[src/hdl/psg_pkg.sv]
// Shared types and constants for the sound-register dump parser.
// No dependencies; the front end, queue, back end and top level import this package.
`default_nettype none

package psg_pkg;

    // Register image geometry.
    localparam int REGISTER_COUNT = 14;
    localparam int IMAGE_HALF     = 7;
    localparam int HALF_W         = 8 * IMAGE_HALF;
    localparam int SPAN_W         = 16;

    // Index of the envelope-shape register that a new group marks as unwritten.
    localparam logic [3:0] SHAPE_REG      = 4'd13;
    localparam logic [7:0] SHAPE_NO_WRITE = 8'hFF;

    // Command bytes.
    localparam logic [7:0] CMD_END   = 8'hFD;
    localparam logic [7:0] CMD_PAUSE = 8'hFE;
    localparam logic [7:0] CMD_FRAME = 8'hFF;

    localparam logic [SPAN_W-1:0] TALLY_MAX = 16'hFFFF;

    typedef enum logic [1:0] {
        KIND_GROUP = 2'd0,
        KIND_END   = 2'd1,
        KIND_ERROR = 2'd2
    } record_kind_t;

    // Parser phase, one-hot.
    typedef enum logic [4:0] {
        PH_CMD   = 5'b00001,
        PH_VALUE = 5'b00010,
        PH_PAUSE = 5'b00100,
        PH_DONE  = 5'b01000,
        PH_ERROR = 5'b10000
    } phase_t;

    // One queue entry: the records caused by one byte.
    // An optional frame group, then an optional end or error record.
    typedef struct packed {
        logic              has_group;
        logic [HALF_W-1:0] image_low;
        logic [HALF_W-1:0] image_high;
        logic [SPAN_W-1:0] span;
        logic              has_term;
        record_kind_t      term_kind;
    } entry_t;

endpackage

`default_nettype wire

[src/hdl/psg_byte_if.sv]
// Handshake interface for the incoming dump byte stream.
// Plain valid/ready channel; no package dependency.
`default_nettype none

interface psg_byte_if;
    logic       valid;
    logic       ready;
    logic [7:0] data_byte;
    logic       final_byte;

    modport source (output valid, output data_byte, output final_byte, input ready);
    modport sink   (input valid, input data_byte, input final_byte, output ready);
endinterface

`default_nettype wire

[src/hdl/psg_record_if.sv]
// Handshake interface for the outgoing record stream.
// Plain valid/ready channel; no package dependency.
`default_nettype none

interface psg_record_if;
    logic        valid;
    logic        ready;
    logic [1:0]  record_kind;
    logic [55:0] image_low;
    logic [55:0] image_high;
    logic [15:0] frame_span;
    logic        run_end;

    modport source (output valid, output record_kind, output image_low, output image_high,
                    output frame_span, output run_end, input ready);
    modport sink   (input valid, input record_kind, input image_low, input image_high,
                    input frame_span, input run_end, output ready);
endinterface

`default_nettype wire

[src/hdl/psg_front.sv]
// Front end: accepts dump bytes, runs the parser state and builds queue entries.
// Depends on psg_pkg and psg_byte_if.
`default_nettype none

module psg_front
    import psg_pkg::*;
#(
    parameter int HEADER_BYTES = 16
) (
    input  wire logic   clk,
    input  wire logic   rst_n,
    psg_byte_if.sink    bytes,
    input  wire logic   q_full,
    output logic        push,
    output entry_t      entry
);

    localparam int HL_W = $clog2(HEADER_BYTES + 1);

    logic [7:0]        image_reg  [REGISTER_COUNT];
    logic [7:0]        image_next [REGISTER_COUNT];
    logic [HL_W-1:0]   header_left_reg, header_left_next;
    phase_t            phase_reg, phase_next;
    logic [3:0]        pending_reg, pending_next;
    logic [SPAN_W-1:0] tally_reg, tally_next;
    logic              delim_reg, delim_next;
    logic              open_reg, open_next;

    logic              accept;
    logic [7:0]        b;
    logic              fin;
    logic              finish_req;
    logic              fail_req;
    logic [9:0]        pause_add;
    logic [17:0]       pause_sum;
    logic [16:0]       frame_sum;

    assign bytes.ready = !q_full;
    assign accept      = bytes.valid && bytes.ready;
    assign b           = bytes.data_byte;
    assign fin         = bytes.final_byte;
    assign pause_add   = {b, 2'b00};

    // Parser next state and entry contents for the current byte.
    always_comb
    begin
        image_next       = image_reg;
        header_left_next = header_left_reg;
        phase_next       = phase_reg;
        pending_next     = pending_reg;
        tally_next       = tally_reg;
        delim_next       = delim_reg;
        open_next        = open_reg;
        finish_req       = 1'b0;
        fail_req         = 1'b0;
        pause_sum        = '0;
        frame_sum        = '0;
        entry            = '0;
        entry.term_kind  = KIND_END;

        if (phase_reg == PH_CMD || phase_reg == PH_VALUE || phase_reg == PH_PAUSE)
        begin
            if (header_left_reg != '0)
            begin
                header_left_next = header_left_reg - HL_W'(1);
                finish_req       = fin;
            end
            else if (phase_reg == PH_VALUE)
            begin
                // Registers 14 and 15 are read and dropped.
                for (int i = 0; i < REGISTER_COUNT; i++)
                begin
                    if (pending_reg == 4'(i))
                        image_next[i] = b;
                end
                phase_next = PH_CMD;
                finish_req = fin;
            end
            else if (phase_reg == PH_PAUSE)
            begin
                // Add four frames per count, one less when no delimiter came first.
                pause_sum = 18'(tally_reg) + 18'(pause_add) - (delim_reg ? 18'd0 : 18'd1);
                if (pause_sum > 18'(TALLY_MAX))
                    tally_next = TALLY_MAX;
                else
                    tally_next = pause_sum[SPAN_W-1:0];
                delim_next = 1'b1;
                phase_next = PH_CMD;
                finish_req = fin;
            end
            else if (b == CMD_END)
            begin
                finish_req = 1'b1;
            end
            else if (b == CMD_FRAME)
            begin
                if (!open_reg)
                begin
                    image_next[SHAPE_REG] = SHAPE_NO_WRITE;
                    tally_next            = 16'd1;
                    delim_next            = 1'b0;
                    open_next             = 1'b1;
                end
                if (delim_next)
                begin
                    frame_sum = 17'(tally_next) + 17'd1;
                    tally_next = frame_sum[SPAN_W] ? TALLY_MAX : frame_sum[SPAN_W-1:0];
                end
                else
                begin
                    delim_next = 1'b1;
                end
                finish_req = fin;
            end
            else if (b == CMD_PAUSE)
            begin
                if (!open_reg)
                begin
                    image_next[SHAPE_REG] = SHAPE_NO_WRITE;
                    tally_next            = 16'd1;
                    delim_next            = 1'b0;
                    open_next             = 1'b1;
                end
                if (fin)
                    fail_req = 1'b1;
                else
                    phase_next = PH_PAUSE;
            end
            else if (b[7:4] == 4'd0)
            begin
                // A register byte after a delimiter closes the group with its old image.
                if (open_reg && delim_reg)
                begin
                    if (tally_reg != '0)
                    begin
                        entry.has_group = 1'b1;
                        for (int i = 0; i < IMAGE_HALF; i++)
                        begin
                            entry.image_low[8*i +: 8]  = image_reg[i];
                            entry.image_high[8*i +: 8] = image_reg[IMAGE_HALF + i];
                        end
                        entry.span = tally_reg;
                    end
                    open_next = 1'b0;
                end
                if (!open_next)
                begin
                    image_next[SHAPE_REG] = SHAPE_NO_WRITE;
                    tally_next            = 16'd1;
                    delim_next            = 1'b0;
                    open_next             = 1'b1;
                end
                pending_next = b[3:0];
                phase_next   = PH_VALUE;
                fail_req     = fin;
            end
            else
            begin
                fail_req = 1'b1;
            end
        end

        // End of stream: flush the pending group with the updated image.
        if (finish_req)
        begin
            if (open_next && tally_next != '0)
            begin
                entry.has_group = 1'b1;
                for (int i = 0; i < IMAGE_HALF; i++)
                begin
                    entry.image_low[8*i +: 8]  = image_next[i];
                    entry.image_high[8*i +: 8] = image_next[IMAGE_HALF + i];
                end
                entry.span = tally_next;
            end
            open_next       = 1'b0;
            entry.has_term  = 1'b1;
            entry.term_kind = KIND_END;
            phase_next      = PH_DONE;
        end

        // Format error: any pending group is dropped.
        if (fail_req)
        begin
            open_next       = 1'b0;
            entry.has_term  = 1'b1;
            entry.term_kind = KIND_ERROR;
            phase_next      = PH_ERROR;
        end
    end

    assign push = accept && (entry.has_group || entry.has_term);

    // Control state.
    always_ff @(posedge clk or negedge rst_n)
    begin
        if (!rst_n)
        begin
            header_left_reg <= HL_W'(HEADER_BYTES);
            phase_reg       <= PH_CMD;
            pending_reg     <= '0;
            tally_reg       <= '0;
            delim_reg       <= 1'b0;
            open_reg        <= 1'b0;
        end
        else if (accept)
        begin
            header_left_reg <= header_left_next;
            phase_reg       <= phase_next;
            pending_reg     <= pending_next;
            tally_reg       <= tally_next;
            delim_reg       <= delim_next;
            open_reg        <= open_next;
        end
    end

    // Register image; it is read by groups, so it is cleared at reset.
    always_ff @(posedge clk or negedge rst_n)
    begin
        if (!rst_n)
        begin
            for (int i = 0; i < REGISTER_COUNT; i++)
                image_reg[i] <= '0;
        end
        else if (accept)
        begin
            image_reg <= image_next;
        end
    end

endmodule

`default_nettype wire

[src/hdl/psg_queue.sv]
// Small register queue between the parser front end and the record back end.
// Depends on psg_pkg for the entry type.
`default_nettype none

module psg_queue
    import psg_pkg::*;
#(
    parameter int DEPTH = 2
) (
    input  wire logic   clk,
    input  wire logic   rst_n,
    input  wire logic   push,
    input  entry_t      entry,
    output logic        full,
    input  wire logic   pop,
    output entry_t      head,
    output logic        empty
);

    localparam int PTR_W = $clog2(DEPTH);
    localparam int CNT_W = $clog2(DEPTH + 1);

    entry_t           slots_reg [DEPTH];
    logic [PTR_W-1:0] wr_ptr_reg, wr_ptr_next;
    logic [PTR_W-1:0] rd_ptr_reg, rd_ptr_next;
    logic [CNT_W-1:0] count_reg, count_next;
    logic             do_push;
    logic             do_pop;

    assign full    = (count_reg == CNT_W'(DEPTH));
    assign empty   = (count_reg == '0);
    assign do_push = push && !full;
    assign do_pop  = pop && !empty;
    assign head    = slots_reg[rd_ptr_reg];

    // Pointer and fill count update.
    always_comb
    begin
        wr_ptr_next = wr_ptr_reg;
        rd_ptr_next = rd_ptr_reg;
        count_next  = count_reg;
        if (do_push)
            wr_ptr_next = (wr_ptr_reg == PTR_W'(DEPTH - 1)) ? '0 : wr_ptr_reg + PTR_W'(1);
        if (do_pop)
            rd_ptr_next = (rd_ptr_reg == PTR_W'(DEPTH - 1)) ? '0 : rd_ptr_reg + PTR_W'(1);
        if (do_push && !do_pop)
            count_next = count_reg + CNT_W'(1);
        else if (do_pop && !do_push)
            count_next = count_reg - CNT_W'(1);
    end

    always_ff @(posedge clk or negedge rst_n)
    begin
        if (!rst_n)
        begin
            wr_ptr_reg <= '0;
            rd_ptr_reg <= '0;
            count_reg  <= '0;
        end
        else
        begin
            wr_ptr_reg <= wr_ptr_next;
            rd_ptr_reg <= rd_ptr_next;
            count_reg  <= count_next;
        end
    end

    // Entry storage.
    always_ff @(posedge clk)
    begin
        if (do_push)
            slots_reg[wr_ptr_reg] <= entry;
    end

endmodule

`default_nettype wire

[src/hdl/psg_back.sv]
// Back end: takes queue entries and delivers their records one per request.
// Depends on psg_pkg and psg_record_if.
`default_nettype none

module psg_back
    import psg_pkg::*;
(
    input  wire logic    clk,
    input  wire logic    rst_n,
    input  wire logic    q_empty,
    input  entry_t       head,
    output logic         pop,
    psg_record_if.source records
);

    entry_t entry_reg;
    logic   group_left_reg;
    logic   term_left_reg;
    logic   busy;
    logic   last_shown;
    logic   handshake;

    assign busy       = group_left_reg || term_left_reg;
    assign last_shown = group_left_reg ^ term_left_reg;
    assign handshake  = records.valid && records.ready;
    assign pop        = !q_empty && (!busy || (handshake && last_shown));

    // Present the group first, then the end or error record.
    assign records.valid       = busy;
    assign records.record_kind = group_left_reg ? KIND_GROUP : entry_reg.term_kind;
    assign records.image_low   = group_left_reg ? entry_reg.image_low : '0;
    assign records.image_high  = group_left_reg ? entry_reg.image_high : '0;
    assign records.frame_span  = group_left_reg ? entry_reg.span : '0;
    assign records.run_end     = group_left_reg ? !term_left_reg : 1'b1;

    always_ff @(posedge clk or negedge rst_n)
    begin
        if (!rst_n)
        begin
            group_left_reg <= 1'b0;
            term_left_reg  <= 1'b0;
        end
        else if (pop)
        begin
            group_left_reg <= head.has_group;
            term_left_reg  <= head.has_term;
        end
        else if (handshake)
        begin
            if (group_left_reg)
                group_left_reg <= 1'b0;
            else
                term_left_reg <= 1'b0;
        end
    end

    always_ff @(posedge clk)
    begin
        if (pop)
            entry_reg <= head;
    end

endmodule

`default_nettype wire

[src/hdl/psg_frame_stream_parser_unit.sv]
// Sound-register dump parser, top level. Takes one byte per cycle while the queue is not full.
// A record is registered in the queue and then in the back-end entry register before
// it is shown. Throughput: one byte per cycle; the back end delivers one record per
// cycle while the receiver is ready, so a byte that causes two records holds the
// output for both. The input stalls only while the queue (two entries by default) is
// full. Reset clears the image and state and reloads the header count.
// Depends on psg_pkg, psg_byte_if, psg_record_if, psg_front, psg_queue, psg_back.
`default_nettype none

module psg_frame_stream_parser_unit
    import psg_pkg::*;
#(
    parameter int HEADER_BYTES = 16,
    parameter int QUEUE_DEPTH  = 2
) (
    input  wire logic    clk,
    input  wire logic    rst_n,
    psg_byte_if.sink     bytes,
    psg_record_if.source records
);

    logic   push;
    logic   pop;
    logic   q_full;
    logic   q_empty;
    entry_t entry;
    entry_t head;

    psg_front #(
        .HEADER_BYTES(HEADER_BYTES)
    ) u_front (
        .clk   (clk),
        .rst_n (rst_n),
        .bytes (bytes),
        .q_full(q_full),
        .push  (push),
        .entry (entry)
    );

    psg_queue #(
        .DEPTH(QUEUE_DEPTH)
    ) u_queue (
        .clk  (clk),
        .rst_n(rst_n),
        .push (push),
        .entry(entry),
        .full (q_full),
        .pop  (pop),
        .head (head),
        .empty(q_empty)
    );

    psg_back u_back (
        .clk    (clk),
        .rst_n  (rst_n),
        .q_empty(q_empty),
        .head   (head),
        .pop    (pop),
        .records(records)
    );

endmodule

`default_nettype wire
[src/flat_wrapper.sv]
// flat-port wrapper written by rule: the top's interface ports become plain ports
module psg_frame_stream_parser_unit_flat import psg_pkg::*;
#(
    parameter int HEADER_BYTES = 16,
    parameter int QUEUE_DEPTH  = 2
)
  (clk, rst_n, bytes_valid, bytes_data_byte, bytes_final_byte, bytes_ready, records_valid, records_record_kind, records_image_low, records_image_high, records_frame_span, records_run_end, records_ready);
  psg_byte_if bytes_i ();
  psg_record_if records_i ();
  input  wire logic clk;
  input  wire logic rst_n;
  input wire logic [$bits(bytes_i.valid)-1:0] bytes_valid;
  input wire logic [$bits(bytes_i.data_byte)-1:0] bytes_data_byte;
  input wire logic [$bits(bytes_i.final_byte)-1:0] bytes_final_byte;
  output wire logic [$bits(bytes_i.ready)-1:0] bytes_ready;
  output wire logic [$bits(records_i.valid)-1:0] records_valid;
  output wire logic [$bits(records_i.record_kind)-1:0] records_record_kind;
  output wire logic [$bits(records_i.image_low)-1:0] records_image_low;
  output wire logic [$bits(records_i.image_high)-1:0] records_image_high;
  output wire logic [$bits(records_i.frame_span)-1:0] records_frame_span;
  output wire logic [$bits(records_i.run_end)-1:0] records_run_end;
  input wire logic [$bits(records_i.ready)-1:0] records_ready;
  assign bytes_i.valid = bytes_valid;
  assign bytes_i.data_byte = bytes_data_byte;
  assign bytes_i.final_byte = bytes_final_byte;
  assign bytes_ready = bytes_i.ready;
  assign records_valid = records_i.valid;
  assign records_record_kind = records_i.record_kind;
  assign records_image_low = records_i.image_low;
  assign records_image_high = records_i.image_high;
  assign records_frame_span = records_i.frame_span;
  assign records_run_end = records_i.run_end;
  assign records_i.ready = records_ready;
  psg_frame_stream_parser_unit #(.HEADER_BYTES(HEADER_BYTES), .QUEUE_DEPTH(QUEUE_DEPTH)) u_core (.clk(clk), .rst_n(rst_n), .bytes(bytes_i), .records(records_i));
endmodule
[config.mk]
export PLATFORM = sky130hd
export DESIGN_NAME = psg_frame_stream_parser_unit_flat
export DESIGN_NICKNAME = d
export VERILOG_FILES = /design/src/hdl/psg_pkg.sv /design/src/hdl/psg_byte_if.sv /design/src/hdl/psg_record_if.sv /design/src/hdl/psg_front.sv /design/src/hdl/psg_queue.sv /design/src/hdl/psg_back.sv /design/src/hdl/psg_frame_stream_parser_unit.sv /design/src/flat_wrapper.sv
export SDC_FILE = /design/constraint.sdc
export NUM_CORES = 1
export LEC_CHECK = 0
export ABC_AREA = 1
export BUFFER_PORTS_ARGS = -buffer_cell sky130_fd_sc_hd__buf_2
export CAP_MARGIN = 20
export CORE_UTILIZATION = 56
export CTS_CLUSTER_SIZE = 25
export DETAILED_ROUTE_END_ITERATION = 8
export PLACE_DENSITY_LB_ADDON = 0.25
export SETUP_SLACK_MARGIN = 0.4
export SYNTH_ARGS = -nofsm -noshare
export SYNTH_HDL_FRONTEND = slang
export SYNTH_SLANG_ARGS = --single-unit
[constraint.sdc]
create_clock -name clk -period 9.1 [get_ports clk]
set_input_delay 1.365 -clock clk [delete_from_list [all_inputs] [get_ports clk]]
set_output_delay 1.365 -clock clk [all_outputs]
set_load 0.05 [all_outputs]
==> run metrics <==
Clock transition at path regs=60 ps; Reg area=0.0156 sq mm; vias in the first global route=18.2k; hpwl dp=39.6 mm; first-pass GRT wire length=98.5 mm; Period Utilization, post-route=75.0%; die width=218 microns; Final min period=6820 ps; peak supply drop=0.264 mV; CP peak stage delay=790 ps; Final #Nets=2785; hold path start=u_core.u_front.header_left_reg[4]$_DFFE_PN1P_; reg-to-reg critical path startpoint=u_core.u_front.delim_reg$_DFFE_PN0P_; power density over the cells=295 mW/mm^2; Syn Nets=2687; CTS Hold Bufs=0; PortBufs=145; drt drc=0; max reg flops=264; Worst Setup End Kind=register; Worst-Margin Slew=1070 ps; top post-synthesis cells by area=edfxtp_1, dfrtp_1, nand2_1; Avg WL per Cell=18.3 microns; final hold viol count=0; sequential share of the synthesized area=59.8%; drt pass-1 iters=6; FFs w/ async S/R, synth=27.6%; HP Class=register to register; routability cong.=0.896; GR Overflow Total=0; critical path buffer and inverter count=6; clk sink count=544; Gate Count Post-Synth=2640; vias post-DR=18.9k; area of the multi-input gates=0.00853 sq mm; Hold EP=u_core.u_front.header_left_reg[4]$_DFFE_PN1P_; synth warn=0; IO Pins=146; Final ANT Viol Nets=0; CP delay by family, top=simple AND/OR/NAND/NOR gates; synthesized area=0.0261 sq mm; Slew Viols, Final=0; crit start category=input port; CP Max Fanout=58; CTS tree=yes; diode count=0; Main synth FF type=edfxtp_1; worst-skew pair later-pin latency=610 ps; full die area=0.0474 sq mm; row cnt=78; Yosys top cell by area=edfxtp_1; Max Freq=0.147 GHz; CP max-delay cell=buf_4; CP required=9320 ps; CTS resizes=0; CP dominant cell by count=nand2_1; setup bufs post-CTS=0; total length of routed wires=61.9 mm; max-cap viol count=0; initial DRC count=1716; Core Region=0.0457 sq mm; RSZ-0062 raised after global routing=no; worst r2r path cells=27; die height=218 microns; initial antenna violation count=0; Avg Vias per Cell=5.58; Num CTS Buffers=56; Post-synth EDFFs=394; relative slew slack=28.2%; largest net degree at the start of global routing=113; Setup-failing EPs final=0; share of cells above drive strength 1=15.7%; Synth Register Bits=544; Synth top area share=45.4%; reg2reg end=u_core.u_queue.slots_reg[1][129]$_DFFE_PP_; skew final=12.2 ps; Arr. time, crit path=7050 ps; total track usage=26.6%; Starting Density=57.0%; WHS Path Cells=2; critical path class=input port to register; clock buffer depth=3; root buffer cell=clkbuf_16; Yosys cell types=48; status=complete, no violations; flop2flop setup slack=2770 ps; H-tree depth=2; fillers=3698; Avg Inst Size Synth=9.87 sq um; Syn-to-layout area delta=11.2%; leakage=10.8 nW; total power=8.53 mW; setup_tns=0 ps
[per-stage QoR]
stage               setup WS (ps)  hold slack (ps)  instance area (sq um)  util [%]  std cells
floorplan                    1630              442                  26100         -       2640
global placement             1860              453                  27200      59.6       3278
detailed placement           1700              456                  27200      59.6       3278
CTS                          2320              466                  28900      63.4       3381
global route                 1790              504                  29000      63.4       3383
finish                       2280              468                  29000      63.4       3383
[report_power, final]
group          leakage [nW]  internal (mW)  switching [mW]
clock network         0.847           1.21           0.946
logic                  5.18          0.682            2.48
registers              4.73           3.05           0.169
[cells in the final DEF (no fill, tap or decap), drive strengths merged, types with 24 or more instances in the layout]
cell type and count:
nand2 648, o21ai 374, ha 33, nor2 81, clkbuf 79, a21oi 42, inv 371, mux2 130
edfxtp 394, clkinv 24, dfrtp 148, buf 172, nand3 188
[area by class of cell]
| type | count | share of cell area [%] |
|---|---|---|
| Tap cell | 600 | 2.59 |
| Inverter | 372 | 4.86 |
| Clock inverter | 24 | 0.501 |
| Clock buffer | 79 | 5.45 |
| Sequential cell | 544 | 53.8 |
| Timing Repair Buffer | 172 | 3.34 |
| Multi-Input combinational cell | 1592 | 29.4 |
[per-layer routing]
layer | global-route usage [%] | wire length (microns) | vias up
met5 | 0 | 0 | -
met4 | 10.0 | 2120 | 0
met3 | 3.56 | 3550 | 133
met2 | 42.9 | 29500 | 659
met1 | 36.9 | 26700 | 9067
li1 | - | - | 9032
[cells by family (layout without fill, tap and decap cells)]
group	after synthesis	count (layout)	synth area share [%]
flops	544	544	59.8
fa+ha+maj	34	34	1.66
simple gates	961	961	15.8
buf+inv	504	647	7.61
compound gates	449	449	8.86
mux	131	131	5.66
xor+xnor	17	17	0.571
[synthesized netlist by cell type (9+ instances only)]
library cell    n
nand4_1        16
mux2_2        130
o21ai_0       322
buf_1          11
nand3_1       188
edfxtp_1      394
inv_2          13
nor2_1         65
a21oi_1        42
nor2_2         10
o21ai_1        52
nand2_1       642
dfrtp_1       148
inv_1         357
nor3_1          9
ha_1           33
buf_2          21
xnor2_1        11
clkbuf_1       90
o22ai_1        23
[worst max-delay path by stage]
stage,cells past startpoint,endpoint,from
6_report,25,u_core.u_queue.slots_reg[1][129]$_DFFE_PP_,bytes_data_byte[1]
5_1_grt,25,u_core.u_queue.slots_reg[1][129]$_DFFE_PP_,bytes_data_byte[1]
4_1_cts,25,u_core.u_queue.slots_reg[1][129]$_DFFE_PP_,bytes_data_byte[1]
3_5_place_dp,25,u_core.u_queue.slots_reg[1][25]$_DFFE_PP_,bytes_data_byte[1]
3_3_place_gp,25,u_core.u_queue.slots_reg[1][127]$_DFFE_PP_,bytes_data_byte[1]
2_1_floorplan,23,u_core.u_queue.slots_reg[1][0]$_DFFE_PP_,bytes_data_byte[1]
[worst register-to-register path, stage by stage (launching register included)]
cell,delay [ps]
dfrtp_1,550
inv_1,320
ha_1,220
inv_1,40
ha_1,190
inv_1,80
fa_1,210
inv_1,70
nand3_1,70
nand3_1,130
nand2_1,90
nand2_1,80
nand3_1,80
nand2_1,360
nand3_1,240
nand2_1,60
nand2_1,80
nand2_1,80
nand2_1,80
nor2_1,80
nand2_1,90
o21bai_2,70
buf_4,230
nand3_1,130
nand2_1,130
nor2_4,660
buf_4,660
buf_4,850
Power figures use the tool's default switching activity.
